## src/hdl/u16u8_pkg.sv

```systemverilog
// shared types, constants and code ranges for the utf-16 to utf-8 encoder
package u16u8_pkg;

  // default depth of the work queue between front and back
  localparam int QUEUE_DEPTH = 4;

  // utf-16 surrogate ranges and utf-8 length limits
  localparam logic [31:0] HIGH_FIRST = 32'h0000_D800;
  localparam logic [31:0] HIGH_LAST  = 32'h0000_DBFF;
  localparam logic [31:0] LOW_FIRST  = 32'h0000_DC00;
  localparam logic [31:0] LOW_LAST   = 32'h0000_DFFF;
  localparam logic [31:0] LIMIT_1    = 32'h0000_0080;
  localparam logic [31:0] LIMIT_2    = 32'h0000_0800;
  localparam logic [31:0] LIMIT_3    = 32'h0001_0000;
  localparam logic [31:0] LIMIT_4    = 32'h0020_0000;

  localparam logic [20:0] SUPP_BASE  = 21'h01_0000;

  // utf-8 lead and continuation prefixes
  localparam logic [7:0] LEAD_2    = 8'b1100_0000;
  localparam logic [7:0] LEAD_3    = 8'b1110_0000;
  localparam logic [7:0] LEAD_4    = 8'b1111_0000;
  localparam logic [7:0] CONT_MARK = 8'b1000_0000;

  // number of utf-8 bytes minus one
  typedef enum logic [1:0] {
    LEN_1,
    LEN_2,
    LEN_3,
    LEN_4
  } seq_len_t;

  // one classified unit of work for the byte emitter
  typedef struct packed {
    logic [20:0] cp;      // code point to encode
    seq_len_t    len;     // byte count minus one
    logic        marker;  // no byte, flags only
    logic        err;     // invalid input seen
    logic        eos;     // item closed the string
  } work_t;

endpackage

```

## src/hdl/utf16_to_utf8_encoder.sv

```systemverilog
// top level of the utf-16 / wide character to utf-8 encoder
//
// channel   | handshake               | payload
// ----------+-------------------------+------------------------------------------
// unit in   | unit_valid / unit_stall | code_unit[31:0], end_of_string
// utf8 out  | utf8_valid / utf8_stall | out_byte[7:0], byte_valid, last_of_char,
//           |                         | error, string_end
//
// each word in is taken while the work queue is not full; the classifier joins surrogate pairs and
// queues one work entry per word that gives any result
// the emitter sends one byte per cycle unless utf8_stall holds it, so a word costs 1 to 4
// output words; the output register bounds the sustained rate at that byte count
// words that give no result (held high surrogate, dropped after error) are taken
// on the input side and cost nothing on the output side
// unit_stall rises only when the work queue is full; utf8_stall holds the
// output register and backs the queue up
// synchronous reset clears surrogate and error state, the queue and the
// output valid
module utf16_to_utf8_encoder #(
  parameter int QUEUE_DEPTH = u16u8_pkg::QUEUE_DEPTH
) (
  input  logic        clk,
  input  logic        rst,
  input  logic        unit_valid,
  output logic        unit_stall,
  input  logic [31:0] code_unit,
  input  logic        end_of_string,
  output logic        utf8_valid,
  input  logic        utf8_stall,
  output logic [7:0]  out_byte,
  output logic        byte_valid,
  output logic        last_of_char,
  output logic        error,
  output logic        string_end
);
  import u16u8_pkg::*;

  // front to queue
  logic  push;
  work_t push_item;
  logic  q_full;

  // queue to back
  logic  pop;
  logic  not_empty;
  work_t head;

  // classify words, hold high surrogates, track the error state
  u16u8_front u_front (
    .clk           (clk),
    .rst           (rst),
    .unit_valid    (unit_valid),
    .unit_stall    (unit_stall),
    .code_unit     (code_unit),
    .end_of_string (end_of_string),
    .q_full        (q_full),
    .push          (push),
    .push_item     (push_item)
  );

  // decouples input acceptance from byte emission
  u16u8_queue #(
    .DEPTH (QUEUE_DEPTH)
  ) u_queue (
    .clk       (clk),
    .rst       (rst),
    .push      (push),
    .push_item (push_item),
    .full      (q_full),
    .pop       (pop),
    .not_empty (not_empty),
    .head      (head)
  );

  // one utf-8 byte or marker per cycle into the output register unless utf8_stall holds it
  u16u8_back u_back (
    .clk          (clk),
    .rst          (rst),
    .head_valid   (not_empty),
    .head         (head),
    .pop          (pop),
    .utf8_valid   (utf8_valid),
    .utf8_stall   (utf8_stall),
    .out_byte     (out_byte),
    .byte_valid   (byte_valid),
    .last_of_char (last_of_char),
    .error        (error),
    .string_end   (string_end)
  );

endmodule

```

## src/hdl/u16u8_front.sv

```systemverilog
// front end: accepts code units, joins surrogates, classifies and tracks errors
module u16u8_front (
  input  logic              clk,
  input  logic              rst,
  input  logic              unit_valid,
  output logic              unit_stall,
  input  logic [31:0]       code_unit,
  input  logic              end_of_string,
  input  logic              q_full,
  output logic              push,
  output u16u8_pkg::work_t  push_item
);
  import u16u8_pkg::*;

  logic       pending_high;
  logic       pending_high_next;
  logic [9:0] high_offset;
  logic [9:0] high_offset_next;
  logic       error_seen;
  logic       error_seen_next;

  logic       accept;
  logic       is_high;
  logic       is_low;
  logic       do_err;
  logic       do_enc;
  logic       do_mark;
  logic       emit;
  logic [20:0] cp;
  seq_len_t   len;

  assign unit_stall = q_full;
  assign accept     = unit_valid && !q_full;

  assign is_high = (code_unit >= HIGH_FIRST) && (code_unit <= HIGH_LAST);
  assign is_low  = (code_unit >= LOW_FIRST) && (code_unit <= LOW_LAST);

  always_comb begin
    pending_high_next = pending_high;
    high_offset_next  = high_offset;
    error_seen_next   = error_seen;
    do_err  = 1'b0;
    do_enc  = 1'b0;
    do_mark = 1'b0;
    cp      = code_unit[20:0];
    len     = LEN_1;

    if (error_seen) begin
      // rest of the string is dropped, only the end gets a marker
      do_mark = end_of_string;
    end else if (pending_high) begin
      pending_high_next = 1'b0;
      high_offset_next  = '0;
      if (is_low) begin
        cp     = SUPP_BASE + {1'b0, high_offset, code_unit[9:0]};
        len    = LEN_4;
        do_enc = 1'b1;
      end else begin
        do_err = 1'b1;
      end
    end else if (is_high) begin
      if (end_of_string) begin
        do_mark = 1'b1;
      end else begin
        pending_high_next = 1'b1;
        high_offset_next  = code_unit[9:0];
      end
    end else if (is_low) begin
      do_err = 1'b1;
    end else if (code_unit < LIMIT_1) begin
      do_enc = 1'b1;
      len    = LEN_1;
    end else if (code_unit < LIMIT_2) begin
      do_enc = 1'b1;
      len    = LEN_2;
    end else if (code_unit < LIMIT_3) begin
      do_enc = 1'b1;
      len    = LEN_3;
    end else if (code_unit < LIMIT_4) begin
      do_enc = 1'b1;
      len    = LEN_4;
    end else begin
      do_err = 1'b1;
    end

    if (do_err) begin
      error_seen_next = 1'b1;
    end

    // end of string always starts clean
    if (end_of_string) begin
      pending_high_next = 1'b0;
      high_offset_next  = '0;
      error_seen_next   = 1'b0;
    end

    push_item        = '0;
    push_item.cp     = do_enc ? cp : '0;
    push_item.len    = do_enc ? len : LEN_1;
    push_item.marker = !do_enc;
    push_item.err    = do_err;
    push_item.eos    = end_of_string;

    emit = do_err || do_enc || do_mark;
  end

  assign push = accept && emit;

  always_ff @(posedge clk) begin
    if (rst) begin
      pending_high <= 1'b0;
      high_offset  <= '0;
      error_seen   <= 1'b0;
    end else if (accept) begin
      pending_high <= pending_high_next;
      high_offset  <= high_offset_next;
      error_seen   <= error_seen_next;
    end
  end

  a_eos_clears: assert property (@(posedge clk) disable iff (rst)
    accept && end_of_string |=> !pending_high && !error_seen)
    else $error("state not cleared after end of string");

  a_pending_no_err: assert property (@(posedge clk) disable iff (rst)
    pending_high |-> !error_seen)
    else $error("high surrogate held while string is in error");

endmodule

```

## src/hdl/u16u8_queue.sv

```systemverilog
// short work queue between classifier and byte emitter
module u16u8_queue #(
  parameter int DEPTH = u16u8_pkg::QUEUE_DEPTH
) (
  input  logic              clk,
  input  logic              rst,
  input  logic              push,
  input  u16u8_pkg::work_t  push_item,
  output logic              full,
  input  logic              pop,
  output logic              not_empty,
  output u16u8_pkg::work_t  head
);
  import u16u8_pkg::*;

  localparam int AW = (DEPTH > 1) ? $clog2(DEPTH) : 1;
  localparam int CW = $clog2(DEPTH + 1);

  work_t         mem [DEPTH];
  logic [AW-1:0] wr_ptr;
  logic [AW-1:0] rd_ptr;
  logic [CW-1:0] count;

  assign full      = (count == CW'(DEPTH));
  assign not_empty = (count != '0);
  assign head      = mem[rd_ptr];

  always_ff @(posedge clk) begin
    if (push) begin
      mem[wr_ptr] <= push_item;
    end
  end

  always_ff @(posedge clk) begin
    if (rst) begin
      wr_ptr <= '0;
      rd_ptr <= '0;
      count  <= '0;
    end else begin
      if (push) begin
        wr_ptr <= (wr_ptr == AW'(DEPTH - 1)) ? '0 : wr_ptr + 1'b1;
      end
      if (pop) begin
        rd_ptr <= (rd_ptr == AW'(DEPTH - 1)) ? '0 : rd_ptr + 1'b1;
      end
      if (push && !pop) begin
        count <= count + 1'b1;
      end else if (pop && !push) begin
        count <= count - 1'b1;
      end
    end
  end

  a_no_overflow: assert property (@(posedge clk) disable iff (rst)
    full |-> !push)
    else $error("push into full queue");

  a_no_underflow: assert property (@(posedge clk) disable iff (rst)
    !not_empty |-> !pop)
    else $error("pop from empty queue");

endmodule

```

## src/hdl/u16u8_back.sv

```systemverilog
// back end: serializes one queued item into utf-8 bytes, one per cycle while not stalled
module u16u8_back (
  input  logic              clk,
  input  logic              rst,
  input  logic              head_valid,
  input  u16u8_pkg::work_t  head,
  output logic              pop,
  output logic              utf8_valid,
  input  logic              utf8_stall,
  output logic [7:0]        out_byte,
  output logic              byte_valid,
  output logic              last_of_char,
  output logic              error,
  output logic              string_end
);
  import u16u8_pkg::*;

  logic [1:0] idx;
  logic [1:0] pos;
  logic       load;
  logic       last;
  logic [7:0] lead;
  logic [5:0] six;
  logic [7:0] byte_next;

  assign load = head_valid && (!utf8_valid || !utf8_stall);
  assign last = (idx == 2'(head.len));
  assign pop  = load && last;
  assign pos  = 2'(head.len) - idx;

  always_comb begin
    unique case (head.len)
      LEN_1:   lead = {1'b0, head.cp[6:0]};
      LEN_2:   lead = LEAD_2 | {3'b000, head.cp[10:6]};
      LEN_3:   lead = LEAD_3 | {4'b0000, head.cp[15:12]};
      LEN_4:   lead = LEAD_4 | {5'b00000, head.cp[20:18]};
      default: lead = '0;
    endcase

    case (pos)
      2'd0:    six = head.cp[5:0];
      2'd1:    six = head.cp[11:6];
      2'd2:    six = head.cp[17:12];
      default: six = '0;
    endcase

    if (head.marker) begin
      byte_next = '0;
    end else if (idx == '0) begin
      byte_next = lead;
    end else begin
      byte_next = CONT_MARK | {2'b00, six};
    end
  end

  always_ff @(posedge clk) begin
    if (rst) begin
      idx        <= '0;
      utf8_valid <= 1'b0;
    end else begin
      if (pop) begin
        idx <= '0;
      end else if (load) begin
        idx <= idx + 1'b1;
      end
      if (load) begin
        utf8_valid <= 1'b1;
      end else if (!utf8_stall) begin
        utf8_valid <= 1'b0;
      end
    end
  end

  always_ff @(posedge clk) begin
    if (load) begin
      out_byte     <= byte_next;
      byte_valid   <= !head.marker;
      last_of_char <= last;
      error        <= head.err;
      string_end   <= last && head.eos;
    end
  end

  a_marker_single: assert property (@(posedge clk) disable iff (rst)
    head_valid && head.marker |-> head.len == LEN_1)
    else $error("marker item with more than one result");

  a_marker_last: assert property (@(posedge clk) disable iff (rst)
    utf8_valid && !byte_valid |-> last_of_char)
    else $error("marker result not last of its item");

endmodule

```

## config.mk

```make
export PLATFORM = sky130hd
export DESIGN_NAME = utf16_to_utf8_encoder
export DESIGN_NICKNAME = d
export VERILOG_FILES = /design/src/hdl/u16u8_pkg.sv /design/src/hdl/utf16_to_utf8_encoder.sv /design/src/hdl/u16u8_front.sv /design/src/hdl/u16u8_queue.sv /design/src/hdl/u16u8_back.sv
export SDC_FILE = /design/constraint.sdc
export NUM_CORES = 1
export LEC_CHECK = 0
export BUFFER_PORTS_ARGS = -buffer_cell sky130_fd_sc_hd__buf_2
export CORE_MARGIN = 2
export CORE_UTILIZATION = 55
export DETAILED_ROUTE_END_ITERATION = 8
export HOLD_SLACK_MARGIN = 0.12
export PLACE_DENSITY = 0.75
export RECOVER_POWER = 50
export SYNTH_ARGS = -nofsm -noshare
export SYNTH_HDL_FRONTEND = slang
export SYNTH_HIERARCHICAL = 1
export SYNTH_SLANG_ARGS = --single-unit
```

## constraint.sdc

```tcl
create_clock -name clk -period 4.7 [get_ports clk]
set_clock_uncertainty 0.1 [all_clocks]
set_input_delay 0.94 -clock clk [delete_from_list [all_inputs] [get_ports clk]]
set_output_delay 0.94 -clock clk [all_outputs]
set_load 0.02 [all_outputs]
```

==> flow_summary.toml, run 1 <==
[status]
status = "finished, violations left"
violations = "max-capacitance violations, max-slew violations"

[clocking]
cts-resized-gates = 0
clkLatencyLatePin_ns = 0.41
cts.hold.buffers_added = 0
clk_transition_reported_paths_ns = 0.05
cts_tree = "done"
cts-htree-levels = 4
numClockSinks = 140
clock_tree.buffer_depth = 2
postCtsSetupBuffers = 0
clk_root_buffer_cell = "clkbuf_16"
cts_buffers = 17

[global_routing]
grt_remaining_overflow = 0
wire_length_of_the_first_global_routing_pass_mm = 21.1
globalRouteTotalUtil = 0.230
first_global_vias = 3907
pin_count_of_the_biggest_net_entering_global_routing = 27
antenna_found_initial = 0

[final_layout]
drive_gt1_frac = 0.210
layout.filler_cells = 832
area_delta_synth_final_pct = 13.8
diodes_inserted = 0
area.sequential_um2 = 3960
layout.cells.most_common = "edfxtp_1"
commonest_cells_after_routing_fill_and_taps_aside = "edfxtp_1, buf_2, nor2_1"
layout.cells.non_filler = 628
finish.instance_area_um2 = 7150
area_of_combinational_cells_with_multiple_inputs_um2 = 2030
final_nets = 519

[synthesis]
post_synthesis_share_of_cell_area_spent_on_xor_and_xnor_gates = 0.0109
synth_top_family_by_area = "multiplexers"
syn-instance-count = 418
yosys_most_used_dff = "edfxtp_1"
postSynthAreaPerCell_um2 = 15.0
synth_mux_area_frac = 0.130
synthSimpleGateAreaFrac = 0.0886
synthesis.yosys.warnings = 6
ys_seq_area_frac = 0.631
synth-compound-area-share = 0.0755
postSynth.asyncResetShare = 0
mappedNetlistNets = 465
synth_cell_types = 54
yosys.area.top_type_share = 0.554
number_of_enable_flip_flop_cells_after_synthesis = 116
synth_area_um2 = 6280
netlist_top_cells_area = "edfxtp_1, mux4_2, dfxtp_1, mux4_1, o211ai_1"
adder_cell_fraction_of_synth_area = 0.0211
yosysTopAreaCell = "edfxtp_1"
synth-seq-cells = 140

[power]
report.power.total_mw = 3.99
total_power_density_per_cell_area_nw_per_um2 = 557
irDropWorstVdd_v = 0.000254
total_leakage_power_nw = 2.51

[sta]
worst-slew-pin-transition_ns = 1.53
hold_violations = 0
fmax_mhz = 255
grt_setup_unrepaired = "no"
whs_ns = 0.409
timing_max_transition_violations_final = 19
finalSetupViolations = 0
timing.slew.headroom = -0.0225
post_layout_minimum_cycle_time_ns = 3.93
fin_tns_setup_ns = 0
period_share = 0.836

[routing]
drc_errors = 0
total_wire_length_after_detailed_routing_mm = 13.4
first_iter_violations = 335
drt-wirelength-per-cell_um = 21.3
antenna_violating_nets_post_route = 0
route.detailed.vias_per_inst = 6.02
vias = 3779
drt_pass1_iterations = 5

[worst_setup_path]
reg2reg_setup_slack_ns = 0.94
crit_start = "code_unit[20]"
worst_path_max_delay_cell = "o31ai_1"
cp_data_arrival_time_ns = 4.15
worst_ep_required_time_ns = 4.93
timing.critical_path.cells = "buf_2, or4_1, or3_1, clkbuf_1, nor4_1, o31ai_1, ha_1, inv_1, fa_1, xor2_1, or3_1, a21oi_1"
crit_type = "primary input to flip-flop"
timing.critical_path.to_type = "flip-flop"
most_numerous_cell_on_the_critical_path = "or3_1"
delay_of_the_slowest_cell_on_the_worst_path_ns = 0.70
crit_buf_inv = 3
path_delay_family = "compound AO/OA/AOI/OAI gates"
worst_setup_path_start_kind = "primary input"
path_max_fanout = 16

[placement]
dp.final_hpwl_mm = 8.71
cell_area_after_placement_um2 = 6620
gp_congestion = 0.852
dp.cells = 596
buffers_added_on_ports = 50

[floorplan]
pin_count = 51
num_rows = 39
initial_core_util = 0.558
core_area_um2 = 11300
die_h_um = 111
overall_die_area_um2 = 12300
dieWidth_um = 111

[job]
max_cap_viol_count = 1

[hold_path]
holdCritStartpoint = "u_back/idx[0]"
min-delay-path-class = "flip-flop to flip-flop"
## through the flow
step	utilization	worst slack [ns]
after floorplan	-	1.07
after global placement	0.588	0.844
after detailed placement	0.588	0.743
after CTS	0.639	0.962
after global routing	0.634	0.575
final	0.634	0.772
## per-layer routing
metal,vias to the layer above,GRT usage,part of all wire
met1,1866,0.295,0.43
met3,18,0.0672,0.061
li1,1743,-,-
met2,152,0.383,0.50
met5,-,0,0
met4,0,0.0683,0.015
## worst reg2reg max path: cells and delay by family, from the launching register on
family / cells / cell delay [ns]
and+or+nand+nor: 3 / 0.72
muxes: 1 / 0.74
adders and majority gates: 3 / 0.80
DFF: 1 / 0.67
AOI/OAI and AO/OA: 1 / 0.15
buffers and inverters: 3 / 0.34
xor gates and xnor gates: 1 / 0.16
## cell families after synthesis
| group | count (synthesis) |
|---|---|
| AOI/OAI and AO/OA | 66 |
| xor gates and xnor gates | 6 |
| adders and majority gates | 10 |
| buffers and inverters | 51 |
| DFF | 140 |
| muxes | 43 |
| and+or+nand+nor | 102 |
## final cells by class
cell class,count,share of cell area
clock buffer,19,0.0634
clock inverter,13,0.0173
inverter,24,0.0126
multi-input combinational,227,0.285
sequential,140,0.554
tap,143,0.0250
timing repair buffer,62,0.0427
## registers in the layout, indices dropped and copies added, names as in the netlist, named ones only
name	flops
u_back/string_end	1
u_back/last_of_char	1
u_front/pending_high	1
u_back/out_byte	8
u_front/error_seen	1
u_front/high_offset	10
u_back/byte_valid	1
u_queue/rd_ptr	2
u_back/idx	2
u_back/utf8_valid	1
u_queue/mem	104
u_queue/count	3
u_back/error	1
u_queue/wr_ptr	2
## power by group
group          switching (mW)  total (mW)  leakage (nW)  internal [mW]
registers              0.0856        1.64          1.32           1.55
clock network           0.482        1.28         0.289          0.800
logic                   0.621        1.06         0.899          0.442
## worst paths after layout
check,to,depth (start not counted)
max,u_queue/count[2],12
max reg2reg,u_queue/count[2],12
min reg2reg,u_back/idx[0],2
min,u_back/idx[0],2
## cells in the mapped netlist, drive strengths merged, types with 10 or more instances
| cell type | number |
|---|---|
| a21oi | 15 |
| buf | 17 |
| clkbuf | 10 |
| dfxtp | 24 |
| edfxtp | 116 |
| inv | 24 |
| mux2i | 13 |
| mux4 | 29 |
| nor2 | 29 |
| nor4 | 14 |
| o211ai | 19 |
(Power assumes the default switching activity.)
==> inputs of run 2 (changes only) <==
--- a/config.mk
+++ b/config.mk
@@ -5,12 +5,13 @@
 export SDC_FILE = /design/constraint.sdc
 export NUM_CORES = 1
 export LEC_CHECK = 0
+export ABC_AREA = 1
 export BUFFER_PORTS_ARGS = -buffer_cell sky130_fd_sc_hd__buf_2
 export CORE_MARGIN = 2
-export CORE_UTILIZATION = 55
+export CORE_UTILIZATION = 54
 export DETAILED_ROUTE_END_ITERATION = 8
 export HOLD_SLACK_MARGIN = 0.12
-export PLACE_DENSITY = 0.75
+export PLACE_DENSITY = 0.77
 export RECOVER_POWER = 50
 export SYNTH_ARGS = -nofsm -noshare
 export SYNTH_HDL_FRONTEND = slang
==> constraint.sdc (replaced) <==
create_clock -name clk -period 3.6 [get_ports clk]
set_clock_uncertainty 0.1 [all_clocks]
set_input_delay 0.72 -clock clk [delete_from_list [all_inputs] [get_ports clk]]
set_output_delay 0.72 -clock clk [all_outputs]
set_load 0.02 [all_outputs]
==> run 2 against run 1 <==
The flow now finishes without violations. Cell area is 2.8% higher. Global-route usage is 1.1 points higher. Combinational power up 100%. Final cell count grew 37%. Sequential power grew 33%. Non-clock buffer count down 1.
==> flow_summary.toml, run 2 <==
[floorplan]
initial_core_util = 0.550
dieWidth_um = 114
overall_die_area_um2 = 13000
num_rows = 40
pin_count = 51
die_h_um = 114
core_area_um2 = 11900

[global_routing]
pin_count_of_the_biggest_net_entering_global_routing = 41
wire_length_of_the_first_global_routing_pass_mm = 23.6
grt_remaining_overflow = 0
antenna_found_initial = 0
globalRouteTotalUtil = 0.240
first_global_vias = 4830

[synthesis]
mappedNetlistNets = 697
ys_top_cells_by_count = "edfxtp_1, nor2_1, nand2_1, inv_1, nand3_1"
yosys_most_used_dff = "edfxtp_1"
number_of_enable_flip_flop_cells_after_synthesis = 116
synth_area_um2 = 6550
post-synth-top-count-cell = "edfxtp_1"
ys_seq_area_frac = 0.605
synth-seq-cells = 140
synthesis.yosys.warnings = 6
netlist_top_cells_area = "edfxtp_1, dfxtp_1, nor2_1, nand2_1, nand3_1"
postSynth.asyncResetShare = 0
synth_cell_types = 35
postSynthAreaPerCell_um2 = 10.1
yosysTopAreaCell = "edfxtp_1"
yosys.area.top_type_share = 0.532
syn-instance-count = 650

[clocking]
clock_tree.buffer_depth = 2
clk_transition_reported_paths_ns = 0.06
clk_root_buffer_cell = "clkbuf_16"
postCtsSetupBuffers = 0
cts_buffers = 17
cts_tree = "done"
clkLatencyLatePin_ns = 0.41
cts.hold.buffers_added = 0
cts-resized-gates = 0
numClockSinks = 140
cts-htree-levels = 4

[sta]
post_layout_minimum_cycle_time_ns = 3.13
finalSetupViolations = 0
fin_tns_setup_ns = 0
fmax_mhz = 319
hold_violations = 0
timing_max_transition_violations_final = 0
period_share = 0.870
worst-slew-pin-transition_ns = 1.19
grt_setup_unrepaired = "no"
timing.slew.headroom = 0.203

[hold_path]
whs_path_depth = 2
min-delay-path-class = "flip-flop to flip-flop"

[placement]
gp_congestion = 0.885
buffers_added_on_ports = 50
dp.final_hpwl_mm = 10.1
dp.cells = 831
cell_area_after_placement_um2 = 6850

[routing]
drc_errors = 0
first_iter_violations = 407
total_wire_length_after_detailed_routing_mm = 14.9
antenna_violating_nets_post_route = 0
metal2_wl_mm = 7.23
met1Wirelength_mm = 6.19
detailroute.wirelength.met3_um = 965
dr.max_layer_used = "met4"
drt-wirelength-per-cell_um = 17.2
drt_pass1_iterations = 5
vias = 4894
route.detailed.vias_per_inst = 5.67

[final_layout]
final_nets = 750
reg.largest.list = "u_queue/mem: 104 flops, u_front/high_offset: 10 flops, u_back/out_byte: 8 flops"
layout.filler_cells = 967
drive_gt1_frac = 0.133
commonest_cells_after_routing_fill_and_taps_aside = "nor2_1, edfxtp_1, nand2_1"
area.sequential_um2 = 3960
largest_register_ffs = 104
area_of_combinational_cells_with_multiple_inputs_um2 = 2090
layout.cells.non_filler = 863
largest-register = "u_queue/mem"
finish.instance_area_um2 = 7350
area_delta_synth_final_pct = 12.3
diodes_inserted = 0

[job]
max_cap_viol_count = 0

[worst_setup_path]
path_max_fanout = 10
worst_setup_path_start_kind = "flip-flop"
worst-r2r-cell-count = 16
timing.critical_path.to_type = "flip-flop"
cp_data_arrival_time_ns = 3.34
worst_ep_required_time_ns = 3.81
crit_type = "flip-flop to flip-flop"

[power]
total_leakage_power_nw = 3.07
irDropWorstVdd_v = 0.000358
report.power.total_mw = 6.02
total_power_density_per_cell_area_nw_per_um2 = 819

[status]
status = "finished clean"
run 2: per-layer routing:
layer	global-route usage	vias up
met5	0	-
met4	0.120	0
met3	0.0529	39
met2	0.406	214
met1	0.293	2287
li1	-	2354
run 2: critical path, cell delays in order (launching register included):
cell	delay [ns]
dfxtp_1	0.54
o21ai_0	0.18
o22ai_1	0.32
inv_1	0.21
ha_1	0.35
nand3_1	0.12
nor2_1	0.07
inv_1	0.15
ha_1	0.19
inv_1	0.06
fa_1	0.38
inv_1	0.07
nand2_1	0.07
nand3_1	0.08
nand2_1	0.05
inv_1	0.04
nor2_1	0.04
run 2: path summary, 6_finish.rpt:
check | startpoint | end | slack [ns]
worst max register to register | flip-flop | u_queue/count[2] | 0.47
worst min-delay path | u_back/utf8_valid | u_back/utf8_valid | 0.39
worst max-delay path | flip-flop | u_queue/count[2] | 0.47
worst min register to register | u_back/utf8_valid | u_back/utf8_valid | 0.39
run 2: cells by family after synthesis:
group | share of synthesized area
and+or+nand+nor | 0.199
buffers and inverters | 0.0682
xor gates and xnor gates | 0.00401
AOI/OAI and AO/OA | 0.103
DFF | 0.605
adders and majority gates | 0.0203
run 2: metrics by stage:
| stage | worst slack [ns] | hold slack (ns) | utilization |
|---|---|---|---|
| final | 0.467 | 0.390 | 0.617 |
| after global routing | 0.178 | 0.409 | 0.617 |
| after CTS | 0.549 | 0.390 | 0.624 |
| after detailed placement | 0.437 | 0.376 | 0.575 |
| after global placement | 0.514 | 0.371 | 0.575 |
| after floorplan | 0.746 | 0.352 | - |
run 2: area by class of cell:
type / count / area share
tap: 147 / 0.0250
clock inverter: 15 / 0.0211
multi-input combinational: 423 / 0.284
timing repair buffer: 61 / 0.0417
inverter: 60 / 0.0311
clock buffer: 17 / 0.0579
sequential: 140 / 0.539
run 2: power breakdown:
part | switching (mW) | internal (mW)
logic | 1.50 | 0.632
registers | 0.114 | 2.07
clock network | 0.633 | 1.07
total | 2.25 | 3.77
==> inputs of run 3 (changes only) <==
--- a/config.mk
+++ b/config.mk
@@ -5,7 +5,6 @@
 export SDC_FILE = /design/constraint.sdc
 export NUM_CORES = 1
 export LEC_CHECK = 0
-export ABC_AREA = 1
 export BUFFER_PORTS_ARGS = -buffer_cell sky130_fd_sc_hd__buf_2
 export CORE_MARGIN = 2
 export CORE_UTILIZATION = 54
==> run 3 against run 2 <==
Highest routed layer unchanged. Clock power grew 11%. Fmax shrank 9.2%. Utilization grew 2.1 points. Combinational power shrank 34%. Sequential power shrank 3%. Sequential share of layout area grew 0.73 points. Die area shrank 3.9%. Setup slack lost 0.32 ns. Critical path depth shrank 9. Non-clock buffer count grew 5. Via count shrank 19%. Routed wire length shrank 12%.
==> flow_summary.toml, run 3 (same netlist as run 1, synthesis figures left out) <==
[sta]
finalSetupViolations = 0
worst-slew-pin-transition_ns = 1.01
hold_violations = 0
fmax_mhz = 290
grt_setup_unrepaired = "no"
period_share = 0.959
timing_max_transition_violations_final = 0
fin_tns_setup_ns = 0
timing.slew.headroom = 0.325
post_layout_minimum_cycle_time_ns = 3.45

[floorplan]
pin_count = 51
num_rows = 39
die_h_um = 112
dieWidth_um = 112
overall_die_area_um2 = 12500
initial_core_util = 0.553
core_area_um2 = 11400

[final_layout]
area_delta_synth_final_pct = 15.4
drive_gt1_frac = 0.215
largest_register_ffs = 104
commonest_cells_after_routing_fill_and_taps_aside = "edfxtp_1, buf_2, nor2_1"
layout.cells.non_filler = 632
diodes_inserted = 0
largest-register = "u_queue/mem"
reg.largest.list = "u_queue/mem: 104 flops, u_front/high_offset: 10 flops, u_back/out_byte: 8 flops"
final_nets = 523
layout.cells.most_common = "edfxtp_1"

[power]
power_switching_share = 0.282
report.power.total_mw = 5.44
irDropWorstVdd_v = 0.000387
p_switching_mw = 1.53
total_power_density_per_cell_area_nw_per_um2 = 750
pwr-share-seq = 0.390
combPwrFrac = 0.260
power_frac_clock = 0.350
cell_internal_pwr_mw = 3.90
total_leakage_power_nw = 2.55

[global_routing]
wire_length_of_the_first_global_routing_pass_mm = 20.8
pin_count_of_the_biggest_net_entering_global_routing = 27
gr-usage-met2 = 0.356
antenna_found_initial = 0
grtUsageMet3 = 0.0610
grt-busiest-layer = "met2"
grt_remaining_overflow = 0
globalRouteMet1Util = 0.290
globalRouteTotalUtil = 0.219
first_global_vias = 3871

[clocking]
clkLatencyLatePin_ns = 0.41
cts.hold.buffers_added = 0
clock_tree.buffer_depth = 2
numClockSinks = 140
cts_buffers = 17
cts_tree = "done"
cts-resized-gates = 0
cts-htree-levels = 4
postCtsSetupBuffers = 0
clk_transition_reported_paths_ns = 0.06
clk_root_buffer_cell = "clkbuf_16"

[routing]
drt_pass1_iterations = 6
vias = 3940
drt-wirelength-per-cell_um = 20.8
antenna_violating_nets_post_route = 0
total_wire_length_after_detailed_routing_mm = 13.2
first_iter_violations = 295
drc_errors = 0
route.detailed.vias_per_inst = 6.23

[placement]
dp.cells = 600
buffers_added_on_ports = 50
gp_congestion = 0.916
dp.final_hpwl_mm = 8.83

[worst_setup_path]
cp_data_arrival_time_ns = 3.43
path_max_fanout = 19
timing.critical_path.to_type = "flip-flop"
worst_setup_path_start_kind = "primary input"
worst_ep_required_time_ns = 3.58
crit_type = "primary input to flip-flop"

[hold_path]
min-delay-path-class = "flip-flop to flip-flop"

[job]
max_cap_viol_count = 0

[status]
status = "finished clean"
run 3: worst paths after layout:
check | endpoint | start | slack (ns) | cells after the start
hold / removal | u_back/idx[0] | u_back/idx[0] | 0.41 | 2
hold reg to reg | u_back/idx[0] | u_back/idx[0] | 0.41 | 2
setup / recovery | u_queue/mem[2][3] | code_unit[20] | 0.15 | 7
setup reg to reg | u_queue/count[2] | flip-flop | 0.21 | 12
run 3: metal layers:
layer  up-vias  share of wire
met5         -              0
met4         0          0.012
met3        12          0.078
met2       203           0.49
met1      1971           0.42
li1       1754              -
run 3: final cells by class:
class	count	area [um2]
Timing Repair Buffer	66	327
Fill cell	835	4120
Clock inverter	11	189
Multi-Input combinational cell	227	2030
Clock buffer	21	470
Tap cell	143	179
Sequential cell	140	3960
Inverter	24	90.1
run 3: power groups by stage:
| stage | Sequential (mW) | Clock (mW) | Combinational (mW) |
|---|---|---|---|
| 2_1_floorplan | 2.21 | 0 | 1.09 |
| 3_3_place_gp | 2.13 | 0 | 1.42 |
| 3_5_place_dp | 2.15 | 0 | 1.45 |
| 4_1_cts | 2.12 | 1.92 | 1.46 |
| 5_1_grt | 2.15 | 1.99 | 1.52 |
| 6_report | 2.12 | 1.90 | 1.41 |
run 3: worst max-delay path, cell delays in order:
cell	delay [ns]
clkbuf_1	0.09
or4_1	0.57
or3_1	0.40
clkbuf_1	0.34
o211ai_1	0.26
clkbuf_1	0.78
nor2_1	0.27
run 3: through the flow:
stage | util | instance area (um2) | hold slack (ns) | setup slack (ns)
after global routing | 0.638 | 7250 | 0.455 | 0.0676
final | 0.638 | 7250 | 0.409 | 0.149
after detailed placement | 0.585 | 6650 | 0.402 | 0.250
after floorplan | - | 6290 | 0.355 | 0.00615
after CTS | 0.643 | 7310 | 0.409 | 0.242
after global placement | 0.585 | 6650 | 0.377 | 0.315
